<file path="src/rtl/particle_ring_pool_update_unit_macros.svh">
// ---------------------------------------------------------------------------
// particle_ring_pool_update_unit_macros.svh
// Assertion macros for the particle ring pool; empty bodies for synthesis.
// ---------------------------------------------------------------------------
`ifndef PARTICLE_RING_POOL_UPDATE_UNIT_MACROS_SVH
`define PARTICLE_RING_POOL_UPDATE_UNIT_MACROS_SVH

`ifndef SYNTHESIS
// same-cycle implication
`define PRP_ASSERT_SAME(lbl, clk, rst_n, ante, cons) \
    lbl: assert property (@(posedge clk) disable iff (!rst_n) (ante) |-> (cons)) \
        else $error("prp assertion failed");
// next-cycle implication
`define PRP_ASSERT_NEXT(lbl, clk, rst_n, ante, cons) \
    lbl: assert property (@(posedge clk) disable iff (!rst_n) (ante) |=> (cons)) \
        else $error("prp assertion failed");
`else
`define PRP_ASSERT_SAME(lbl, clk, rst_n, ante, cons)
`define PRP_ASSERT_NEXT(lbl, clk, rst_n, ante, cons)
`endif

`endif

</file>
<file path="src/rtl/prp_pkg.sv">
// ---------------------------------------------------------------------------
// prp_pkg
// Shared widths, command codes and the slot record of the particle pool.
// ---------------------------------------------------------------------------
`timescale 1ns / 1ps

package prp_pkg;

    localparam int MODE_W = 2;
    localparam int POS_W  = 24;
    localparam int VEL_W  = 20;
    localparam int EXT_W  = 16;
    localparam int LIFE_W = 24;
    localparam int RGBA_W = 32;
    localparam int KIND_W = 4;
    localparam int STEP_W = 16;
    // signed vel times zero-extended step
    localparam int PROD_W = VEL_W + STEP_W + 1;

    localparam logic [MODE_W-1:0] MODE_SPAWN = 2'd0;
    localparam logic [MODE_W-1:0] MODE_TICK  = 2'd1;
    localparam logic [MODE_W-1:0] MODE_CLEAR = 2'd2;

    typedef struct packed {
        logic [POS_W-1:0]  x;
        logic [POS_W-1:0]  y;
        logic [VEL_W-1:0]  vx;
        logic [VEL_W-1:0]  vy;
        logic [EXT_W-1:0]  extent;
        logic [LIFE_W-1:0] life;
        logic [RGBA_W-1:0] rgba;
        logic [KIND_W-1:0] kind;
    } slot_t;

endpackage

</file>
<file path="src/rtl/prp_advance.sv">
// ---------------------------------------------------------------------------
// prp_advance
// Floors vel*step down to 8 fraction bits and adds it to a position, saturating.
// ---------------------------------------------------------------------------
`timescale 1ns / 1ps

module prp_advance import prp_pkg::*;
(
    input  logic signed [POS_W-1:0]  pos,
    input  logic signed [PROD_W-1:0] prod,
    output logic signed [POS_W-1:0]  pos_new
);

    localparam int DELTA_W = PROD_W - STEP_W;
    localparam int SUM_W   = POS_W + 1;

    logic signed [DELTA_W-1:0] delta;
    logic signed [SUM_W-1:0]   sum;

    // arithmetic drop of the step fraction bits is a floor
    assign delta = $signed(prod[PROD_W-1:STEP_W]);
    assign sum   = SUM_W'(pos) + SUM_W'(delta);

    always_comb
    begin
        if (sum[SUM_W-1] != sum[SUM_W-2])
        begin
            pos_new = sum[SUM_W-1] ? {1'b1, {(POS_W-1){1'b0}}} : {1'b0, {(POS_W-1){1'b1}}};
        end
        else
        begin
            pos_new = sum[POS_W-1:0];
        end
    end

endmodule

</file>
<file path="config.mk">
export PLATFORM = sky130hd
export DESIGN_NAME = prp_advance
export DESIGN_NICKNAME = d
export VERILOG_FILES = /design/src/rtl/particle_ring_pool_update_unit_macros.svh /design/src/rtl/prp_pkg.sv /design/src/rtl/prp_advance.sv
export SDC_FILE = /design/constraint.sdc
export NUM_CORES = 1
export LEC_CHECK = 0
export BUFFER_PORTS_ARGS = -buffer_cell sky130_fd_sc_hd__buf_4
export CAP_MARGIN = 20
export CORE_AREA = 5 5 85 87
export DETAILED_ROUTE_END_ITERATION = 16
export DIE_AREA = 0 0 90 92
export PLACE_DENSITY_LB_ADDON = 0.12
export SYNTH_ARGS = -nofsm -noshare
export SYNTH_HDL_FRONTEND = slang
export SYNTH_SLANG_ARGS = --single-unit
</file>
<file path="constraint.sdc">
create_clock -name vclk -period 7.3
set_input_delay 1.095 -clock vclk [all_inputs]
set_output_delay 1.095 -clock vclk [all_outputs]
set_load 0.05 [all_outputs]
</file>
-- Word-level counts from Yosys, hierarchy flattened
Index checks and enable logic that the tools add are counted.
- bits in registers: 0
- input port bits: 61
- output and inout port bits: 24
- logic and storage cells: 4
- $add $sub $neg: 1
- equality and inequality tests: 1
- muxes and demuxes: 2
- operators by type and width (kind ; count):
    24-bit 2-to-1 mux ; 2
    24-bit by 21-bit adder with 25-bit output ; 1
    1-bit inequality test ; 1

-- Logic depth before layout (Yosys ltp)
Gate-level depths: netlist of the first run.
- depth after elaboration: 3
- depth in mapped cells: 12
- gate-level depth less buffers: 11

-- Least setup slack after synthesis of the first run
OpenSTA, ideal clock, no wires.
- path kind: input to output
- from: in pos[0]
- to: out pos_new[12]
- data arrival time: 4.145 ns
- required time: 6.205 ns
- setup slack: 2.060 ns
- cell stages on the path: 11
- buffers on the path: 0
- cells stage by stage: ha_1 inv_1 fa_1 nor2b_4 o31a_4 o31a_1 a31oi_1 a21oi_1 xor2_1 a21oi_1 o32ai_1
- cells in the longest elaborated chain, start to end: 3
- elaborated cells between the ends (all ways): 4
- those cells by class: 1 x add/sub; 1 x eq/ne; 2 x mux
- ends and longest elaborated chain (item ; line ; RTL):
    from (decl) ; prp_advance.sv:9 ; input logic signed [POS_W-1:0] pos,
    24-bit by 21-bit adder with 25-bit output (*) ; prp_advance.sv:22 ; assign sum = SUM_W'(pos) + SUM_W'(delta);
    24-bit 2-to-1 mux / 1-bit inequality test (equally long branches) ; prp_advance.sv:28, prp_advance.sv:26 ;
    24-bit 2-to-1 mux (*) ; prp_advance.sv:26 ; if (sum[SUM_W-1] != sum[SUM_W-2])
    to (decl) ; prp_advance.sv:11 ; output logic signed [POS_W-1:0] pos_new
Mark *: on every way between the ends. The rest lies on a longest branch, timed or not.

-- Final worst setup path of the first run
- from: in pos[11]
- to: out pos_new[20]
The elaborated chain is that of the path after synthesis.

==> impl_results.md, run 1 <==
* Outcome: completed
* Worst rel slew slack at between 50 and 60%
* Number of cells upsized or downsized after cts at 0
* Num sequential at 0
* Sequence of cells on the critical path: buf_4 -> ha_1 -> nand4_2 -> nor4_1 -> o21ai_1 -> o211ai_2 -> a31o_1 -> nand3_2 -> mux2_2 -> o32a_1 -> buf_4
* Die Height at about 92 um
* Count of inserted antenna diode cells at 0
* Buf+Inv Stages, Crit Path at 2
* Count of synthesis-stage warnings from yosys at 0
* Final non-filler cell area at 2710 um2
* Setup Crit Path Kind: input pin to primary output
* Dominant combinational cell family by area after synthesis: compound AO/OA/AOI/OAI gates
* Synth cell count leaders: sky130_fd_sc_hd__a21oi_1, sky130_fd_sc_hd__nand2_1, sky130_fd_sc_hd__nor2_1
* Number of different library cells in the post-synthesis netlist at 70
* Hold-fix buffers at CTS at 0
* Via-per-instance ratio at just under 6
* Setup repair after global routing missed its margin: false
* Final min period at ~5300 ps
* Final Cycle Share at ~73%
* Area fraction in and, or, nand and nor cells after synthesis at between 10% and 20%
* Net Count, Synth at approximately 390
* Area growth from synthesis to final layout at 24.6%
* Hold Fails Final Rpt at 0
* Post-synthesis share of cell area spent on xor and xnor gates at 6.46%
* Fraction of the mapped netlist area in compound gates at between 40% and 50%
* Layout cells sized above 1 at 28.5%
* Top fanout value on the critical path at 20
* Hold Path Depth at 4
* Total I/O pin count at 85
* Cell types with the largest area share after synthesis: sky130_fd_sc_hd__ha_1, sky130_fd_sc_hd__a21oi_1, sky130_fd_sc_hd__nand2_1
* GR Overflow Total at 0
* Core region area at around 6300 um2
* Buffer count from post-CTS setup fixing at 0
* Final-report setup violation count at 0
* Final #Nets at 442
* Placed cell area at between 2000 and 3000 um2
* Overall die area at 8280 um2
* Final estimated routing congestion in global placement at approximately 0.81
* Clock buf count at 0
* Worst IR drop on VDD at between 0.09 and 0.1 mV
* Share of cell area taken by muxes after synthesis at 2.48%
* Most common cell in the synthesized netlist: sky130_fd_sc_hd__a21oi_1
* Worst Tran Pin Value at around 750 ps
* Number of pins exceeding their max-slew limit in the final report at 0
* Die span in x at ~90 um
* Number of core rows at 29
* Post-synthesis area per instance at about 7 um2
* Largest net degree at the start of global routing at 44
* Critical path arrival at roughly 4200 ps
* Post-DP HPWL at between 5000 and 6000 um
* Worst path max stage delay at approximately 670 ps
* Worst-path cell with the longest stage delay: sky130_fd_sc_hd__a31o_1
* Sequential-to-total area share from yosys stat at 0%
* Critical path startpoint category: input pin
* Count of buffers from port buffering at 69
* Sort of element at the end of the critical path: primary output
* Initial core utilization at about a third
* Area share of fa/ha/maj cells after synthesis at between 10% and 20%
* Hold Path Class: input pin to primary output
* Number of antenna violations at the first check in global routing at 0
* Count of mapped cells out of synthesis at roughly 300
* Number of nets with antenna violations after detailed routing at 0
* Synth area leader: sky130_fd_sc_hd__ha_1
* Vias in the first global route at ~2300
* Static leakage at ~1.2 nW
* Number of iterations in the first detailed-routing pass at 4
* Register Area at 0 um2
* Summed instance area of the synthesized netlist at approximately 2200 um2
* Wire length of the first global-routing pass at roughly 11000 um
* Max_cap viols at 0
* Count of vias placed by the detailed router at roughly 2500
* CP delay by family, top: compound AO/OA/AOI/OAI gates
* Global-route usage over all layers at roughly 15%
* DRC violation total after the first TritonRoute iteration at 96
* Share of the synthesized area in the top cell type at about 14%
* Req. time, crit path at 6200 ps
* Overall routed net length at 6620 um
* Peak Freq at between 150 and 200 MHz
* WL per Instance at 15.4 um
* Number of DRC violations after detailed routing at 0
* Final total negative setup slack at 0 ps
* PwrDens at between 150 and 200 nW/um2
* Critical path's most frequent cell: sky130_fd_sc_hd__buf_4
* Number of cells on the critical path at 11
## routing by layer
| metal | GRT usage [%] | wire length (um) |
|---|---|---|
| met5 | 0 | 0 |
| met4 | 2.73 | 123 |
| met3 | 1.88 | 292 |
| met2 | 26.4 | 3120 |
| met1 | 20.5 | 3090 |
## through the flow
| stage | total power [mW] | utilization (%) | instances | hold WS [ps] | setup WS, ps |
|---|---|---|---|---|---|
| 2_1_floorplan | 0.338 | - | 301 | 2680 | 2060 |
| 3_3_place_gp | 0.451 | 43.1 | 431 | 2810 | 1990 |
| 3_5_place_dp | 0.455 | 43.1 | 431 | 2810 | 1950 |
| 4_1_cts | 0.456 | 43.1 | 431 | 2810 | 1960 |
| 5_1_grt | 0.490 | 43.1 | 431 | 2860 | 1720 |
| 6_report | 0.454 | 43.1 | 431 | 2810 | 1970 |
## logic make-up (layout without fill, tap and decap cells)
kind of cell | Yosys count | in the layout
mux | 5 | 5
compound gates | 136 | 136
buf+inv | 26 | 79
xor+xnor | 16 | 16
simple gates | 87 | 87
fa+ha+maj | 31 | 31
## worst paths after layout
check | startpoint | end | slack [ps]
worst min-delay path | pos[23] | pos_new[23] | 2810
worst max-delay path | pos[11] | pos_new[20] | 1970
## cell type report
class / instances / area, um2
fill: 643 / 3570
multi-input combinational: 275 / 2050
timing repair buffer: 70 / 526
tap: 77 / 96.3
inverter: 9 / 33.8
## where the power goes
group          switching [mW]  leakage [nW]  internal [mW]
combinational           0.295          1.16          0.159
clock                       0             0              0
sequential                  0             0              0
## cell usage in the layout, fill, tap and decap left out, drive strengths merged, types with 2 or more instances in the layout
| cell type | count |
|---|---|
| nor4 | 2 |
| mux2i | 2 |
| maj3 | 6 |
| o21ai | 25 |
| a21oi | 41 |
| nor3 | 3 |
| nor2b | 4 |
| a32o | 7 |
| a211oi | 4 |
| o32ai | 7 |
| a31oi | 4 |
| o31ai | 3 |
| xnor2 | 8 |
| nor2 | 27 |
| o21a | 5 |
| a221oi | 2 |
| mux2 | 3 |
| nor3b | 2 |
| o31a | 3 |
| nand2 | 33 |
| a21o | 8 |
| xor2 | 8 |
| o21bai | 3 |
| o2111ai | 2 |
| ha | 24 |
| o211ai | 7 |
| a31o | 4 |
| and3 | 2 |
| nand3 | 9 |
| nand4 | 2 |
| buf | 70 |
| inv | 9 |
(Power assumes the default switching activity.)
==> inputs of run 2 (changes only) <==
- clock period: 7.3 -> 5.2 ns (I/O delays scaled with it)
==> run 2 against run 1 <==
  * First-iteration DRC count fell by 17%
  * Non-clock buffer count is 1 higher
  * Die area did not move
  * Critical path depth did not move
  * Critical path type unchanged
  * Global-route usage grew 0.28 points
  * Count of clock-buffer cells in the layout unchanged
  * Hold slack lost 640 ps
  * Core utilization increased by 0.12 points
  * Routed wire length is 0.33% higher
  * Combinational power up 41%
  * Worst setup slack worse by 1200 ps
  * Power is 41% higher
==> impl_results.md, run 2 (synthesis gave the netlist of run 1 again) <==
* Worst rel slew slack at a little over three fifths
* Register Area at 0 um2
* Total I/O pin count at 85
* Final min period at 4460 ps
* Final-report setup violation count at 0
* Via-per-instance ratio at around 5.7
* Hold-fix buffers at CTS at 0
* Final total negative setup slack at 0 ps
* Initial core utilization at 34.6%
* Worst path max stage delay at just under 500 ps
* Post-DP HPWL at approximately 5500 um
* Global-route usage over all layers at 15.5%
* Max_cap viols at 0
* Number of cells upsized or downsized after cts at 0
* Number of DRC violations after detailed routing at 0
* Number of antenna violations at the first check in global routing at 0
* DRC violation total after the first TritonRoute iteration at 80
* Sort of element at the end of the critical path: primary output
* Setup repair after global routing missed its margin: false
* End point of the most critical hold path: pos_new[0]
* Worst Tran Pin Value at around 560 ps
* Clock buf count at 0
* Critical path arrival at between 3000 and 4000 ps
* Sequence of cells on the critical path: buf_4 -> ha_1 -> a21oi_2 -> o211ai_1 -> a221oi_2 -> o211ai_2 -> a31oi_4 -> o21ai_2 -> mux2_2 -> o32a_1 -> buf_4
* Static leakage at about 1.2 nW
* Multi-input logic area at approximately 2000 um2
* Number of pins exceeding their max-slew limit in the final report at 0
* Die Height at between 90 and 100 um
* Overall routed net length at 6650 um
* Number of iterations in the first detailed-routing pass at 4
* Count of vias placed by the detailed router at approximately 2500
* Hold Path Class: input pin to primary output
* GR Overflow Total at 0
* Worst-path cell with the longest stage delay: sky130_fd_sc_hd__a31oi_4
* Worst slack on hold paths at around 2200 ps
* Peak Freq at between 200 and 250 MHz
* Worst IR drop on VDD at between 0.2 and 0.25 mV
* Req. time, crit path at between 4000 and 5000 ps
* Startpoint of the worst hold path: prod[16]
* Critical path startpoint category: input pin
* Layout cells sized above 1 at 28.7%
* Die span in x at about 90 um
* Wire length of the first global-routing pass at roughly 11000 um
* Overall die area at approximately 8300 um2
* Buffer count from post-CTS setup fixing at 0
* Placement Setup Slack at ~740 ps
* Core region area at between 6000 and 7000 um2
* Filler cell count at approximately 670
* Largest net degree at the start of global routing at 29
* Num sequential at 0
* Vias in the first global route at approximately 2300
* Critical path's most frequent cell: sky130_fd_sc_hd__buf_4
* PwrDens at 235 nW/um2
* WL per Instance at 15.4 um
* Area growth from synthesis to final layout at 25.0%
* Leading cell types in the layout, fill and taps excluded: sky130_fd_sc_hd__buf_4, sky130_fd_sc_hd__a21oi_1, sky130_fd_sc_hd__nand2_1, sky130_fd_sc_hd__nor2_1, sky130_fd_sc_hd__ha_1
* Final critical-path setup slack at roughly 740 ps
* Number of core rows at 29
* Setup Crit Path Kind: input pin to primary output
* Hold Fails Final Rpt at 0
* Top fanout value on the critical path at 19
* Count of buffers from port buffering at just under 70
* Count of inserted antenna diode cells at 0
* Final Cycle Share at 85.7%
* Final #Nets at approximately 440
* Most common cell after layout, fill and taps aside: sky130_fd_sc_hd__buf_4
* Outcome: completed
* Cell Count, Final, Fillers Out at 432
* Number of placed instances, taps included at around 430
* Number of nets with antenna violations after detailed routing at 0
* Hold Path Depth at 5
* Final estimated routing congestion in global placement at between 0.8 and 0.9
* Share of the core filled with cells in the final layout at around 43%
==> run 2: cell types whose count changed in the layout (fill, tap and decap cells not counted) <==
cell / change
sky130_fd_sc_hd__buf_4: +1
==> run 2: worst max-delay path by stage <==
stage | start | end | depth (start not counted)
after global placement | pos[8] | pos_new[20] | 11
after floorplan | pos[0] | pos_new[12] | 11
final | pos[8] | pos_new[20] | 11
after global routing | pos[8] | pos_new[20] | 11
after detailed placement | pos[8] | pos_new[20] | 11
after CTS | pos[8] | pos_new[20] | 11
==> run 2: cell type report <==
cell class | count | area share, %
repair buffers | 71 | 19.6
inverters | 9 | 1.25
well taps | 77 | 3.55
multi-input cells | 275 | 75.6
==> run 2: where the power goes <==
part / internal [mW] / switching (mW) / total (mW) / leakage [nW]
registers: 0 / 0 / 0 / 0
clock network: 0 / 0 / 0 / 0
logic: 0.225 / 0.414 / 0.639 / 1.17
==> run 2: per-stage QoR <==
step / power, mW / area, um2
CTS: 0.642 / 2710
detailed placement: 0.640 / 2710
global placement: 0.636 / 2710
global route: 0.690 / 2710
floorplan: 0.475 / 2170
finish: 0.639 / 2710
==> run 2: metal layers <==
layer / part of all wire (%) / track usage (%) / up-vias
met5: 0 / 0 / -
met4: 0.93 / 1.36 / 0
met3: 5.1 / 1.80 / 4
met2: 48 / 27.6 / 64
met1: 46 / 20.9 / 1107
li1: - / - / 1275
==> run 2: critical path: cells and delay by family <==
kind / cells / cell delay, ps
AOI/OAI and AO/OA: 7 / 1890
adders and majority gates: 1 / 390
buffers and inverters: 2 / 300
muxes: 1 / 320
==> inputs of run 3 (changes only) <==
- ABC_AREA: not set -> 1
- CORE_AREA: 5 5 85 87 -> 5 5 80 82
- DIE_AREA: 0 0 90 92 -> 0 0 85 87
==> run 3 against run 2 <==
  * Synthesized area fell by 14%
  * Synthesized cell count rose by 18%
  * Flip-flop and latch count did not move
  * Hold slack got worse by 150 ps
  * Worst setup slack improved by 380 ps
  * Final cell count rose by 15%
  * Core utilization fell by 0.18 points
  * Critical path type unchanged
  * Non-clock buffer count fell by 2
  * Critical endpoint is now pos_new[22]
==> impl_results.md, run 3 <==
* Static leakage at 1.46 nW
* Clock buf count at 0
* Combinational power share at 100.0%
* Number of iterations in the first detailed-routing pass at 4
* Number of cells upsized or downsized after cts at 0
* Hold-fix buffers at CTS at 0
* Most heavily used metal layer in global routing: met2
* Final critical-path setup slack at between 1000 and 1500 ps
* Post-DP HPWL at about 5300 um
* Die span in x at 85 um
* Via-per-instance ratio at between 4 and 5
* Overall routed net length at 6010 um
* Summed instance area of the synthesized netlist at 1880 um2
* Clock share of power at 0%
* Vias in the first global route at ~2300
* Worst-path cell with the longest stage delay: sky130_fd_sc_hd__nand4_2
* Hold Path Class: input pin to primary output
* Share of the core filled with cells in the final layout at approximately 43%
* Critical path's most frequent cell: sky130_fd_sc_hd__nand2_1
* Count of vias placed by the detailed router at between 2000 and 2500
* Number of DRC violations after detailed routing at 0
* Top fanout value on the critical path at 23
* Count of mapped cells out of synthesis at 356
* Net Count, Synth at between 400 and 500
* Final-report setup violation count at 0
* Hold Fails Final Rpt at 0
* Final total negative setup slack at 0 ps
* Number of nets with antenna violations after detailed routing at 0
* Synth area leader: sky130_fd_sc_hd__nand2_1
* Reported net switching power at between 0.3 and 0.4 mW
* Met1 track demand over resource in global routing at around a fifth
* Number of pins exceeding their max-slew limit in the final report at 0
* CP delay by family, top: simple AND/OR/NAND/NOR gates
* Register Area at 0 um2
* Sort of element at the end of the critical path: primary output
* Count of buffers from port buffering at approximately 70
* Core region area at approximately 5700 um2
* Buf+Inv Stages, Crit Path at 4
* Wire length of the first global-routing pass at between 10000 and 15000 um
* Total I/O pin count at 85
* Final min period at ~4100 ps
* Share of the synthesized area in the top cell type at between 20% and 30%
* Number of core rows at 28
* Initial core utilization at 33.0%
* Area growth from synthesis to final layout at 30.2%
* Final Cycle Share at 78.4%
* Global-route usage over all layers at about 16%
* Setup Crit Path Kind: input pin to primary output
* Outcome: completed
* Leading cell types in the layout, fill and taps excluded: sky130_fd_sc_hd__nand2_1, sky130_fd_sc_hd__buf_4, sky130_fd_sc_hd__inv_1, sky130_fd_sc_hd__a21oi_1, sky130_fd_sc_hd__ha_1
* Met3 track demand over resource at under 10%
* PwrDens at roughly 230 nW/um2
* Num sequential at 0
* Worst IR drop on VDD at slightly below 0.1 mV
* Most common cell after layout, fill and taps aside: sky130_fd_sc_hd__nand2_1
* Int Power at approximately 0.17 mW
* Peak Freq at about 250 MHz
* Overall die area at around 7400 um2
* Switching share of total power at about two thirds
* Most common cell in the synthesized netlist: sky130_fd_sc_hd__nand2_1
* Worst slack on hold paths at 2020 ps
* Cell types with the largest area share after synthesis: sky130_fd_sc_hd__nand2_1, sky130_fd_sc_hd__ha_1, sky130_fd_sc_hd__inv_1
* Number of different library cells in the post-synthesis netlist at 26
* Number of antenna violations at the first check in global routing at 0
* Worst Tran Pin Value at roughly 630 ps
* Die Height at 87 um
* WL per Instance at roughly 12 um
* Req. time, crit path at around 4400 ps
* Post-synthesis area per instance at about 5.3 um2
* DRC violation total after the first TritonRoute iteration at 94
* Buffer count from post-CTS setup fixing at 0
* GR Overflow Total at 0
* Max_cap viols at 0
* Sequential-to-total area share from yosys stat at 0%
* Worst path max stage delay at approximately 530 ps
* Final #Nets at 509
* Final estimated routing congestion in global placement at 0.863
* Share of power burned in registers at 0%
* Global routing met2 resource utilization at approximately 32%
* Largest net degree at the start of global routing at 24
* Worst rel slew slack at around 58%
* Critical path startpoint category: input pin
* Layout cells sized above 1 at 21.9%
* Count of synthesis-stage warnings from yosys at 0
* Setup repair after global routing missed its margin: false
* Synth cell count leaders: sky130_fd_sc_hd__nand2_1, sky130_fd_sc_hd__inv_1, sky130_fd_sc_hd__a21oi_1, sky130_fd_sc_hd__ha_1, sky130_fd_sc_hd__nor2_1
* Critical path arrival at 3300 ps
* Sequence of cells on the critical path: buf_4 -> ha_1 -> inv_1 -> fa_1 -> inv_1 -> nand2_1 -> nand2_1 -> nand3_1 -> nand2_2 -> nand2_1 -> nand4_1 -> nand4_2 -> nand2_1 -> buf_4
* Placement Setup Slack at approximately 1000 ps
* Count of inserted antenna diode cells at 0
## run 3: cell types whose count changed after synthesis, moves of 7 or more
cell,previous run,this run
sky130_fd_sc_hd__nand3_1,8,19
sky130_fd_sc_hd__a21o_1,8,0
sky130_fd_sc_hd__clkbuf_1,7,0
sky130_fd_sc_hd__o21ai_0,16,8
sky130_fd_sc_hd__nand4_1,1,11
sky130_fd_sc_hd__o32ai_1,7,0
sky130_fd_sc_hd__a21oi_1,38,24
sky130_fd_sc_hd__o21ai_1,8,0
sky130_fd_sc_hd__nand2_1,33,141
sky130_fd_sc_hd__a32o_1,7,0
sky130_fd_sc_hd__inv_1,9,50
sky130_fd_sc_hd__nand2_2,0,9
## run 3: routing by layer
metal	wire (um)	part of all wire (%)
met5	0	0
met3	244	4.1
met4	0	0
met2	3040	51
met1	2730	45
## run 3: kinds of logic (layout without fill, tap and decap cells)
| family | Yosys count | in the layout | share of synthesized area [%] |
|---|---|---|---|
| xor gates and xnor gates | 14 | 14 | 6.54 |
| AOI/OAI and AO/OA | 41 | 41 | 12.1 |
| buffers and inverters | 55 | 120 | 12.6 |
| adders and majority gates | 25 | 25 | 17.1 |
| and+or+nand+nor | 221 | 221 | 51.7 |
## run 3: path summary, 6_finish.rpt
path                  depth (start not counted)  startpoint           to  slack, ps
worst min-delay path                          5    prod[16]   pos_new[0]       2020
worst max-delay path                         14      pos[0]  pos_new[22]       1120
## run 3: through the flow
stage          power [mW]  cells  instance area (um2)
3_3_place_gp        0.558    496                 2440
5_1_grt             0.603    496                 2440
4_1_cts             0.560    496                 2440
3_5_place_dp        0.559    496                 2440
6_report            0.554    496                 2440
2_1_floorplan       0.408    356                 1880
## run 3: layout make-up
| class | count | area, um2 |
|---|---|---|
| inverters | 51 | 191 |
| fillers | 680 | 3230 |
| repair buffers | 69 | 518 |
| well taps | 75 | 93.8 |
| multi-input cells | 301 | 1640 |
## run 3: power groups by stage
| stage | Clock, mW | Combinational (mW) | Sequential (mW) |
|---|---|---|---|
| 5_1_grt | 0 | 0.603 | 0 |
| 6_report | 0 | 0.554 | 0 |
| 3_3_place_gp | 0 | 0.558 | 0 |
| 2_1_floorplan | 0 | 0.408 | 0 |
| 4_1_cts | 0 | 0.560 | 0 |
| 3_5_place_dp | 0 | 0.559 | 0 |
## run 3: tightest hold or removal path: cells and delay by family
family	cells	cell delay, ps
and+or+nand+nor	2	90
buffers and inverters	2	270
adders and majority gates	1	100
